<file path="config.mk">
export PLATFORM = sky130hd
export DESIGN_NAME = serial_command_charlieplex_led_driver
export DESIGN_NICKNAME = d
export VERILOG_FILES = /design/src/hdl/sccld_pkg.sv /design/src/hdl/sccld_front.sv /design/src/hdl/sccld_queue.sv /design/src/hdl/sccld_back.sv /design/src/hdl/serial_command_charlieplex_led_driver.sv
export SDC_FILE = /design/constraint.sdc
export NUM_CORES = 1
export LEC_CHECK = 0
export ABC_AREA = 1
export BUFFER_PORTS_ARGS = -buffer_cell sky130_fd_sc_hd__buf_2
export CAP_MARGIN = 20
export CELL_PAD_IN_SITES_DETAIL_PLACEMENT = 0
export CELL_PAD_IN_SITES_GLOBAL_PLACEMENT = 2
export CORE_MARGIN = 4
export CORE_UTILIZATION = 34
export CTS_CLUSTER_SIZE = 30
export DETAILED_ROUTE_END_ITERATION = 10
export PLACE_DENSITY_LB_ADDON = 0.1
export REMOVE_ABC_BUFFERS = 1
export SLEW_MARGIN = 5
export SYNTH_ARGS = -nofsm -noshare
export SYNTH_HDL_FRONTEND = slang
export SYNTH_SLANG_ARGS = --single-unit
</file>
<file path="constraint.sdc">
create_clock -name i_clk -period 2.4 [get_ports i_clk]
set_clock_uncertainty 0.05 [all_clocks]
set_input_delay 0 -clock i_clk [delete_from_list [all_inputs] [get_ports i_clk]]
set_output_delay 0 -clock i_clk [all_outputs]
set_load 0.03 [all_outputs]
</file>
<file path="src/hdl/sccld_pkg.sv">
`default_nettype none
package sccld_pkg;

    localparam int STORE_DEPTH_DEF = 12;
    localparam int QUEUE_DEPTH_DEF = 2;
    localparam int DECODE_COUNT    = 10;
    localparam int SLOT_COUNT      = 31;
    localparam int PIN_COUNT       = 7;
    localparam int DIGIT_BITS      = 24;

    localparam logic [7:0] CHAR_COLON = 8'h3A;
    localparam logic [7:0] CHAR_B     = 8'h42;

    localparam logic KIND_BYTE = 1'b0;
    localparam logic KIND_TICK = 1'b1;

    typedef struct packed {
        logic       kind;
        logic [7:0] rx_byte;
    } t_in_item;

    typedef struct packed {
        logic [PIN_COUNT-1:0] drive_mask;
        logic [PIN_COUNT-1:0] level_mask;
        logic [4:0]           slot;
    } t_out_item;

    typedef struct packed {
        logic       is_tick;
        logic       is_colon;
        logic       is_b;
        logic [3:0] nib;
    } t_cmd;

    typedef struct packed {
        logic valid;
        t_cmd cmd;
    } t_q_head;

    typedef struct packed {
        logic [2:0] lo;
        logic [2:0] hi;
    } t_pin_pair;

    function automatic logic [3:0] hex_nibble(input logic [7:0] ch);
        logic [3:0] n;
        n = 4'd0;
        if (ch inside {[8'h30:8'h39]}) begin
            n = ch[3:0];
        end else if (ch inside {[8'h41:8'h46], [8'h61:8'h66]}) begin
            n = ch[3:0] + 4'd9;
        end
        return n;
    endfunction

    function automatic logic [2:0] ind_of_slot(input logic [2:0] k);
        logic [2:0] b;
        case (k)
            3'd0: b = 3'd0;
            3'd1: b = 3'd2;
            3'd2: b = 3'd1;
            3'd3: b = 3'd3;
            3'd4: b = 3'd4;
            3'd5: b = 3'd5;
            3'd6: b = 3'd6;
            default: b = 3'd0;
        endcase
        return b;
    endfunction

    function automatic t_pin_pair slot_pins(input logic [4:0] s);
        t_pin_pair p;
        case (s)
            5'd0:  p = '{lo: 3'd0, hi: 3'd1};
            5'd1:  p = '{lo: 3'd0, hi: 3'd2};
            5'd2:  p = '{lo: 3'd3, hi: 3'd0};
            5'd3:  p = '{lo: 3'd4, hi: 3'd0};
            5'd4:  p = '{lo: 3'd0, hi: 3'd3};
            5'd5:  p = '{lo: 3'd1, hi: 3'd0};
            5'd6:  p = '{lo: 3'd2, hi: 3'd0};
            5'd7:  p = '{lo: 3'd4, hi: 3'd5};
            5'd8:  p = '{lo: 3'd1, hi: 3'd2};
            5'd9:  p = '{lo: 3'd1, hi: 3'd3};
            5'd10: p = '{lo: 3'd4, hi: 3'd1};
            5'd11: p = '{lo: 3'd1, hi: 3'd5};
            5'd12: p = '{lo: 3'd1, hi: 3'd4};
            5'd13: p = '{lo: 3'd2, hi: 3'd1};
            5'd14: p = '{lo: 3'd3, hi: 3'd1};
            5'd15: p = '{lo: 3'd2, hi: 3'd5};
            5'd16: p = '{lo: 3'd4, hi: 3'd3};
            5'd17: p = '{lo: 3'd2, hi: 3'd4};
            5'd18: p = '{lo: 3'd3, hi: 3'd4};
            5'd19: p = '{lo: 3'd5, hi: 3'd0};
            5'd20: p = '{lo: 3'd5, hi: 3'd2};
            5'd21: p = '{lo: 3'd3, hi: 3'd2};
            5'd22: p = '{lo: 3'd4, hi: 3'd2};
            5'd23: p = '{lo: 3'd2, hi: 3'd3};
            5'd24: p = '{lo: 3'd5, hi: 3'd3};
            5'd25: p = '{lo: 3'd3, hi: 3'd5};
            5'd26: p = '{lo: 3'd5, hi: 3'd4};
            5'd27: p = '{lo: 3'd6, hi: 3'd5};
            5'd28: p = '{lo: 3'd5, hi: 3'd6};
            5'd29: p = '{lo: 3'd4, hi: 3'd6};
            5'd30: p = '{lo: 3'd6, hi: 3'd4};
            default: p = '{lo: 3'd0, hi: 3'd0};
        endcase
        return p;
    endfunction

endpackage
`default_nettype wire

</file>
<file path="src/hdl/sccld_front.sv">
`default_nettype none
module sccld_front import sccld_pkg::*; (
    input  wire logic     i_valid,
    input  wire t_in_item i_item,
    input  wire logic     i_full,
    output logic          o_stall,
    output logic          o_push,
    output t_cmd          o_cmd
);

    assign o_stall = i_full;
    assign o_push  = i_valid && !i_full;

    always_comb begin
        o_cmd.is_tick  = (i_item.kind == KIND_TICK);
        o_cmd.is_colon = (i_item.rx_byte == CHAR_COLON);
        o_cmd.is_b     = (i_item.rx_byte == CHAR_B);
        o_cmd.nib      = hex_nibble(i_item.rx_byte);
    end

endmodule
`default_nettype wire

</file>
<file path="src/hdl/sccld_queue.sv">
`default_nettype none
module sccld_queue import sccld_pkg::*; #(
    parameter int DEPTH = QUEUE_DEPTH_DEF
) (
    input  wire logic i_clk,
    input  wire logic i_rst_n,
    input  wire logic i_push,
    input  wire t_cmd i_cmd,
    input  wire logic i_pop,
    output logic      o_full,
    output t_q_head   o_head
);

    localparam int AW = (DEPTH > 1) ? $clog2(DEPTH) : 1;
    localparam int CW = $clog2(DEPTH + 1);

    t_cmd            r_mem [DEPTH];
    logic [AW-1:0]   r_wr, n_wr;
    logic [AW-1:0]   r_rd, n_rd;
    logic [CW-1:0]   r_cnt, n_cnt;
    logic            do_push, do_pop;

    assign o_full       = (r_cnt == CW'(DEPTH));
    assign o_head.valid = (r_cnt != '0);
    assign o_head.cmd   = r_mem[r_rd];

    assign do_push = i_push && !o_full;
    assign do_pop  = i_pop && o_head.valid;

    always_comb begin
        n_wr  = r_wr;
        n_rd  = r_rd;
        n_cnt = r_cnt;
        if (do_push) begin
            n_wr = (r_wr == AW'(DEPTH - 1)) ? '0 : r_wr + 1'b1;
        end
        if (do_pop) begin
            n_rd = (r_rd == AW'(DEPTH - 1)) ? '0 : r_rd + 1'b1;
        end
        if (do_push && !do_pop) begin
            n_cnt = r_cnt + 1'b1;
        end else if (do_pop && !do_push) begin
            n_cnt = r_cnt - 1'b1;
        end
    end

    always_ff @(posedge i_clk) begin
        if (!i_rst_n) begin
            r_wr  <= '0;
            r_rd  <= '0;
            r_cnt <= '0;
        end else begin
            r_wr  <= n_wr;
            r_rd  <= n_rd;
            r_cnt <= n_cnt;
        end
    end

    always_ff @(posedge i_clk) begin
        if (do_push) begin
            r_mem[r_wr] <= i_cmd;
        end
    end

endmodule
`default_nettype wire

</file>
<file path="src/hdl/sccld_back.sv">
`default_nettype none
module sccld_back import sccld_pkg::*; #(
    parameter int STORE_DEPTH = STORE_DEPTH_DEF
) (
    input  wire logic    i_clk,
    input  wire logic    i_rst_n,
    input  wire t_q_head i_head,
    input  wire logic    i_stall,
    output logic         o_pop,
    output logic         o_valid,
    output t_out_item    o_item
);

    localparam int CW = $clog2(STORE_DEPTH + 1);
    localparam int IW = $clog2(STORE_DEPTH);

    logic [3:0]    r_nib [STORE_DEPTH];
    logic          r_first_b, n_first_b;
    logic          r_capturing, n_capturing;
    logic [CW-1:0] r_count, n_count;
    logic [7:0]    r_dig0, n_dig0;
    logic [7:0]    r_dig1, n_dig1;
    logic [7:0]    r_dig2, n_dig2;
    logic [7:0]    r_ind, n_ind;
    logic [4:0]    r_scan, n_scan;
    logic          r_out_valid, n_out_valid;
    t_out_item     r_out, n_out;

    logic            take_tick, take_byte, store_en, lit;
    logic [DIGIT_BITS-1:0] digits;
    t_pin_pair       pins;

    assign take_tick = i_head.valid && i_head.cmd.is_tick && (!r_out_valid || !i_stall);
    assign take_byte = i_head.valid && !i_head.cmd.is_tick;
    assign o_pop     = take_tick || take_byte;
    assign store_en  = take_byte && r_capturing && (r_count < CW'(STORE_DEPTH));

    assign digits = {r_dig2, r_dig1, r_dig0};
    assign pins   = slot_pins(r_scan);

    always_comb begin
        if (r_scan inside {[5'd0:5'd23]}) begin
            lit = digits[r_scan];
        end else begin
            lit = r_ind[ind_of_slot(3'(r_scan - 5'd24))];
        end
    end

    always_comb begin
        n_first_b   = r_first_b;
        n_capturing = r_capturing;
        n_count     = r_count;
        n_dig0      = r_dig0;
        n_dig1      = r_dig1;
        n_dig2      = r_dig2;
        n_ind       = r_ind;
        if (take_byte) begin
            if (r_capturing) begin
                if (store_en) begin
                    n_count = r_count + 1'b1;
                    if (r_count == '0) begin
                        n_first_b = i_head.cmd.is_b;
                    end
                    if (r_count == CW'(DECODE_COUNT - 1) && r_first_b) begin
                        n_dig0      = {r_nib[2], r_nib[3]};
                        n_dig1      = {r_nib[4], r_nib[5]};
                        n_dig2      = {r_nib[6], r_nib[7]};
                        n_ind       = {r_nib[8], i_head.cmd.nib};
                        n_count     = '0;
                        n_capturing = 1'b0;
                    end
                end
            end else if (i_head.cmd.is_colon) begin
                n_capturing = 1'b1;
            end
        end
    end

    always_comb begin
        n_out_valid = r_out_valid;
        n_out       = r_out;
        n_scan      = r_scan;
        if (take_tick) begin
            n_out_valid      = 1'b1;
            n_out.slot       = r_scan;
            n_out.drive_mask = '0;
            n_out.level_mask = '0;
            if (lit) begin
                n_out.drive_mask = (PIN_COUNT'(1) << pins.lo) | (PIN_COUNT'(1) << pins.hi);
                n_out.level_mask = PIN_COUNT'(1) << pins.hi;
            end
            n_scan = (r_scan == 5'(SLOT_COUNT - 1)) ? 5'd0 : r_scan + 5'd1;
        end else if (!i_stall) begin
            n_out_valid = 1'b0;
        end
    end

    always_ff @(posedge i_clk) begin
        if (!i_rst_n) begin
            r_first_b   <= 1'b0;
            r_capturing <= 1'b0;
            r_count     <= '0;
            r_dig0      <= '0;
            r_dig1      <= '0;
            r_dig2      <= '0;
            r_ind       <= '0;
            r_scan      <= '0;
            r_out_valid <= 1'b0;
        end else begin
            r_first_b   <= n_first_b;
            r_capturing <= n_capturing;
            r_count     <= n_count;
            r_dig0      <= n_dig0;
            r_dig1      <= n_dig1;
            r_dig2      <= n_dig2;
            r_ind       <= n_ind;
            r_scan      <= n_scan;
            r_out_valid <= n_out_valid;
        end
    end

    always_ff @(posedge i_clk) begin
        r_out <= n_out;
        if (store_en) begin
            r_nib[r_count[IW-1:0]] <= i_head.cmd.nib;
        end
    end

    assign o_valid = r_out_valid;
    assign o_item  = r_out;

endmodule
`default_nettype wire

</file>
<file path="src/hdl/serial_command_charlieplex_led_driver.sv">
// Channel   Direction  Handshake          Payload
// input     in         i_valid / o_stall  i_item (kind, rx_byte)
// result    out        o_valid / i_stall  o_item (drive_mask, level_mask, slot)
//
// One transaction is accepted every cycle while the command queue is not full; a scan
// tick's result passes through the command queue and then through the output register.
// Reset is synchronous and active low; it clears capture, digits and the scan position.
// A stalled result holds the queue once a scan tick reaches its head; serial bytes
// ahead of that tick keep draining.
// The input stalls when the command queue of QUEUE_DEPTH entries is full.
`default_nettype none
module serial_command_charlieplex_led_driver import sccld_pkg::*; #(
    parameter int STORE_DEPTH = STORE_DEPTH_DEF,
    parameter int QUEUE_DEPTH = QUEUE_DEPTH_DEF
) (
    input  wire logic      i_clk,
    input  wire logic      i_rst_n,
    input  wire logic      i_valid,
    output logic           o_stall,
    input  wire t_in_item  i_item,
    output logic           o_valid,
    input  wire logic      i_stall,
    output t_out_item      o_item
);

    logic    q_full, push, pop;
    t_cmd    cmd;
    t_q_head head;

    sccld_front u_front (
        .i_valid (i_valid),
        .i_item  (i_item),
        .i_full  (q_full),
        .o_stall (o_stall),
        .o_push  (push),
        .o_cmd   (cmd)
    );

    sccld_queue #(
        .DEPTH (QUEUE_DEPTH)
    ) u_queue (
        .i_clk   (i_clk),
        .i_rst_n (i_rst_n),
        .i_push  (push),
        .i_cmd   (cmd),
        .i_pop   (pop),
        .o_full  (q_full),
        .o_head  (head)
    );

    sccld_back #(
        .STORE_DEPTH (STORE_DEPTH)
    ) u_back (
        .i_clk   (i_clk),
        .i_rst_n (i_rst_n),
        .i_head  (head),
        .i_stall (i_stall),
        .o_pop   (pop),
        .o_valid (o_valid),
        .o_item  (o_item)
    );

    a_slot_range: assert property (@(posedge i_clk) disable iff (!i_rst_n)
        o_valid |-> (o_item.slot <= 5'(SLOT_COUNT - 1)))
        else $error("Result slot out of range.");

    a_two_pins: assert property (@(posedge i_clk) disable iff (!i_rst_n)
        o_valid |-> ($countones(o_item.drive_mask) == 2 || o_item.drive_mask == '0))
        else $error("A lit slot must drive exactly two pins.");

    a_level_in_drive: assert property (@(posedge i_clk) disable iff (!i_rst_n)
        o_valid |-> ((o_item.level_mask & ~o_item.drive_mask) == '0
                     && $onehot0(o_item.level_mask)))
        else $error("Level set on a floating pin.");

    a_pop_has_head: assert property (@(posedge i_clk) disable iff (!i_rst_n)
        pop |-> head.valid)
        else $error("Queue popped while empty.");

endmodule
`default_nettype wire

</file>
-- Word level (Yosys, flattened, before mapping)
Memories as Yosys holds them, arrays and structs flattened. A register that Yosys moved wholly into a read port is not among the register bits.
Index checks and enable logic that the tools add are counted.
- $add $sub $neg: 8
- magnitude comparators: 11
- eq/ne operators: 12
- shifts and indexed selects: 2
- muxes and demuxes: 29
- bitwise gates (word level): 1
- reductions and logical operators: 37
- operators with widths (operator ; number):
    one-hot mux 3 bit (6 select lines) ; 1
    two-way mux 1 bit ; 17
    greater-or-equal comparator 8 x 7 -> 1 bit (second input constant) ; 2
    less-or-equal comparator 8 x 7 -> 1 bit (second input constant) ; 2
    logical AND 1 bit ; 15
    two-way mux 5 bit ; 3
    left shift 1 x 3 -> 7 bit (first input constant) ; 2
    zero test 1 bit ; 13
    two-way mux 4 bit ; 3
    == test 3 bit (second input constant) ; 3
    == test 8 x 6 -> 1 bit (second input constant) ; 1
    == test 8 x 7 -> 1 bit (second input constant) ; 1
    greater-or-equal comparator 8 x 6 -> 1 bit (second input constant) ; 1
    less-or-equal comparator 8 x 6 -> 1 bit (second input constant) ; 1
    AND reduction 4 bit ; 2
    bitwise OR 7 bit ; 1
    == test 3 x 2 -> 1 bit (second input constant) ; 2
    < comparator 5 x 6 -> 1 bit (second input constant) ; 1
    nonzero test 2 bit ; 3
    adder 5 x 1 -> 5 bit (second input constant) ; 1
    binary-select mux 1 bit (select 5 bit) ; 1
    == test 5 bit (second input constant) ; 1
    greater-or-equal comparator 5 x 1 -> 1 bit (second input constant) ; 1
    less-or-equal comparator 5 bit (second input constant) ; 1
    other kinds (18) ; 21
- register bits: 43
- memory bits (writable): 62
- memory bits (read-only): 192
- input bits: 13
- logic and storage cells: 115
- memories: 3
- memories (name ; words ; width ; read ports ; clocked after memory_dff ; wr ports ; RTL line ; RTL):
    (name not given) ; 32 ; 6 ; 1 ; 1 ; 0 ; sccld_pkg.sv:73 ; case (s)
    u_back.r_nib ; 12 ; 4 ; 7 ; 7 ; 1 ; sccld_back.sv:17 ; logic [3:0] r_nib [STORE_DEPTH];
    u_queue.r_mem ; 2 ; 7 ; 1 ; 1 ; 1 ; sccld_queue.sv:17 ; t_cmd r_mem [DEPTH];

-- Longest topological paths before layout
- depth in word-level cells: 8
- depth in mapped cells: 18
- mapped depth without buffers: 17

-- Modules after synthesis
Synthesis repeated with hierarchy kept, for this count alone.
- cells, all modules: 651
- area total of the unflattened synthesis: 5681.7 sq um
- by module, submodules not included (module ; instances ; cells an instance ; area each (sq um) ; sequential area each (sq um)):
    sccld_back ; 1 ; 547 ; 4653.2 ; 2412.3
    sccld_queue ; 1 ; 59 ; 752.0 ; 520.5
    sccld_front ; 1 ; 45 ; 276.5 ; 0.0

-- Worst setup path before layout
OpenSTA, ideal clock, no wires.
- path kind: register -> register
- start point: register u_back.r_scan[0]
- end point: register u_back.pins[0] (netlist name)
- library setup time: 0.112 ns
- data arrival time: 2.180 ns
- slack: 0.058 ns
- cell stages (with the launch flop): 18
- cell sequence: dfxtp_1 inv_2 buf_2 ha_1 nand2_1 nor2_1 inv_1 nand2_1 nand2_1 nand3_1 inv_1 ha_1 nand3_1 nand2_1 nand2_1 nand2_1 nand2_1 nand2_1
- word-level cells in the longest chain between the ends: 4
- elaborated cells between the ends (all ways): 5
- classes of those cells: add/sub: 1; eq/ne: 1; mux: 3
- ends and longest elaborated chain (what ; RTL line ; RTL):
    start: declaration ; sccld_back.sv:25 ; logic [4:0] r_scan, n_scan;
    start signal: assignment ; sccld_back.sv:117 ; r_scan <= n_scan;
    adder 5 x 1 -> 5 bit / == test 5 bit (equally long branches) ; sccld_back.sv:92 ; n_scan = (r_scan == 5'(SLOT_COUNT - 1)) ? 5'd0 : r_scan + 5'd1;
    two-way mux 5 bit ; sccld_back.sv:92 ;
    two-way mux 5 bit (no source line) * (2 in a row) ; -- ;
Mark *: on every way between the ends. The rest lies on a longest branch, timed or not.
A chain may end at the register's enable or synchronous reset.

-- Final worst setup path
- start point: register u_back.r_scan[1]
- end point: register u_back.pins[0] (netlist name)
- word-level cells in the longest chain between the ends: 4
- elaborated cells between the ends (all ways): 5
- classes of those cells: add/sub: 1; eq/ne: 1; mux: 3
- ends and longest elaborated chain (what ; RTL line):
    adder 5 x 1 -> 5 bit / == test 5 bit (equally long branches) ; sccld_back.sv:92
    two-way mux 5 bit ; sccld_back.sv:92
    two-way mux 5 bit (no source line) * (2 in a row) ; --
Marked as above.

==> out/results.txt <==
Clock share of power - 34.8%
Grt ovf - 0
Worst-path clk slew - 0.06 ns
CTS tree - yes
Crit path buffers/inverters - 2
Synthesis-stage register bit count - 116
Adder-cell share of the synthesized area - 4.88%
Mux cell area share after synthesis - 0%
Routed len/inst - 13.6 microns
Core ar. - 16,100 sq um
Vias in the first global route - 4,233
First-pass GRT wire length - 21.7 mm
Hold path startpoint - i_valid
DRC - 0
Worst Setup End Kind - flop
Max cap viols - 0
Synth Area in XOR/XNOR - 0.155%
Seq pwr share - 34.1%
Cell Area, Placed - 6070 sq um
Sw Ratio - 34.8%
# setup viols final - 0
Crit path max-delay cell type - dfxtp_1
RSZ-0062 raised after global routing - false
Drt pass-1 iters - 5
Slowest stage delay, CP - 0.42 ns
Clk_lat worst skew - 0.41 ns
Cell-by-cell trace of the critical path - ha_1, nand2_1, nor2_1, inv_1, nand2_1, nand2_1, nand3_1, inv_1, ha_1, nand3_1, nand2_1, nand2_1, nand2_1, nand2_1, nand2_1
PwrDens - 1110 nW/um^2
Port Buffers - 33
Post-CTS setup repair buffer count - 0
Root buf cell - clkbuf_16
P_leak - 2.89 nW
Worst-Margin Slew - 0.634 ns
Internal power - 4.92 mW
Synth Cell Area - 5640 sq um
Final net count - 754
Total wire length - 12.9 mm
Slew Viols, Final - 0
Share of cells above drive strength 1 - 14.1%
Final Util - 42.2%
IO Pins - 34
Post-synthesis cell count - 663
Via total after detailed routing - 4,370
Post-DP HPWL - 9.31 mm
Primary FF master, synth - edfxtp_1
EDFF count, synth - 61
CP startpoint kind - flop
Inst Count DP - 908
Syn_area_per_cell - 8.51 sq um
Worst Hold Class - in2reg
Final total power - 7.54 mW
Die H - 137 microns
Deepest clock path buffer count - 2
Design area - 6780 sq um
Worst reg2reg setup slack - 0.22 ns
Status - complete, no violations
Non-Filler Instances - 948
Critical path fanouts, max - 6
Total die area - 18,700 sq um
Largest area contributor in the netlist - edfxtp_1
Initial antenna violation count - 0
Synth-to-layout area growth - 20.1%
Count leader, synth - nand2_1
Vias per cell - 4.61
Synth cell count leaders - 152 x nand2_1, 75 x nor2_1, 70 x inv_1
Yosys warns - 0
Ys async rst share - 0%
Slew headroom - 57.6%
Ant. Diodes - 0
Post-synth cell types - 37
Compound-Gate Fraction of Synth Area - 10.2%
Num CTS Buffers - 17
Critical R2R Launch - u_back.r_scan[1]$_SDFFE_PN0N_
Row Count - 46
Minimum clock period - 2.18 ns
Largest net degree at the start of global routing - 47
Initial Util - 35.1%
Final Cycle Share - 90.8%
DR iter-0 viols - 152
CP Data Required Time - 2.65 ns
Power share of the combinational group - 31.0%
Final GP Congestion - 0.782
Worst Path Arrival - 2.43 ns
Crit path max-delay family - simple AND/OR/NAND/NOR gates
Top post-synthesis cells by area - edfxtp_1 32%, dfxtp_1 20%, nand2_1 10%
H-tree depth - 4
VDD IR max - 0.527 mV
Worst setup startpoint - u_back.r_scan[1]$_SDFFE_PN0N_
Most used cell, CP - nand2_1
Final hold violation count - 0
Sequential fraction of the synthesis area - 52.0%
Final antenna-violating net count - 0
Simple-Gate Fraction of Synth Area - 24.8%
Tot GR Track Use - 15.0%
Top-area cell type share of the netlist area - 32.5%
Combinational family with the most area after synthesis - simple AND/OR/NAND/NOR gates
Psw - 2.62 mW
Die width - 137 microns
Clk sinks - 116
Critical path class - reg2reg
FMAX - 459 MHz
## cell type report
type | count | area (sq um)
Clock buffer | 21 | 460
Inverter | 76 | 288
Timing Repair Buffer | 58 | 398
Fill cell | 1620 | 9280
Tap cell | 216 | 270
Sequential cell | 116 | 2930
Multi-Input combinational cell | 450 | 2270
Clock inverter | 11 | 156
## sequential cells by signal (all words and copies together), names as in the netlist, 2 cells and up, named ones only
register,cells
u_back.r_scan,5
u_queue.r_cnt,2
u_queue.r_mem,14
u_back.r_dig1,8
u_back.r_nib,28
u_back.r_dig0,8
u_back.pins,6
u_back.r_ind,8
u_back.r_dig2,8
u_back.r_count,4
u_back.o_item,19
## per-stage QoR
step                      hold slack, ns  worst slack [ns]  TNS (ns)
final                             0.0162             0.221         0
after global placement             0.139             0.134         0
after floorplan                   0.0489           -0.0466   -0.0949
after global routing              0.0499            0.0115         0
after CTS                        0.00188             0.126         0
after detailed placement           0.148             0.145         0
## kinds of logic (layout without fill, tap and decap cells)
group,after synthesis,in the layout
AO/OA/AOI/OAI,108,108
AND/OR/NAND/NOR,319,319
buffers and inverters,97,166
adder cells (fa/ha/maj),22,22
XOR/XNOR,1,1
flip-flops,116,116
## cells in the final DEF (no fill, tap or decap), types with 22 or more instances in the layout
cell	netlist	routed
dfxtp_1	55	54
nand3_1	58	57
nor2_1	75	75
inv_1	70	70
o21ai_0	29	29
buf_2	4	33
o21ai_1	28	28
ha_1	22	22
edfxtp_1	61	61
a21oi_1	40	40
nand2_1	152	152
## worst min-delay path: stages
cell	delay, ns
buf_2	0.07
o21ai_0	0.12
inv_1	0.10
o21ai_0	0.07
nor2_1	0.07
## worst paths after layout
| kind | to | cells past startpoint |
|---|---|---|
| hold / removal | u_queue.r_wr$_SDFFE_PN0P_ | 5 |
| setup reg to reg | u_back.pins[0]$_DFF_P_ | 15 |
| hold reg to reg | u_back.r_dig0[2]$_SDFFE_PN0P_ | 2 |
| setup / recovery | u_back.pins[0]$_DFF_P_ | 15 |
## power groups by stage
stage / clock network (mW) / registers [mW] / logic [mW]
after floorplan: 0 / 2.86 / 1.38
after global placement: 0 / 2.61 / 2.38
after detailed placement: 0 / 2.62 / 2.35
after CTS: 2.69 / 2.58 / 2.37
after global routing: 2.77 / 2.60 / 2.69
final: 2.63 / 2.57 / 2.34
## routing by layer
metal | global-route usage [%] | routed length [microns] | vias up | part of all wire [%]
met5 | 0 | 0 | - | 0
met3 | 4.08 | 528 | 14 | 4.1
met4 | 5.60 | 167 | 0 | 1.3
li1 | - | - | 2301 | -
met1 | 19.3 | 6220 | 1979 | 48
met2 | 24.2 | 6010 | 76 | 46
## what timing repair did
| action | 4_1_cts | 5_1_grt |
|---|---|---|
| endpoints found under the setup margin | 0 | 6 |
| resized for setup | 0 | 3 |
| hold endpoints to repair | 11 | 0 |
| hold buffers | 8 | 0 |
Power figures use the tool's default switching activity.
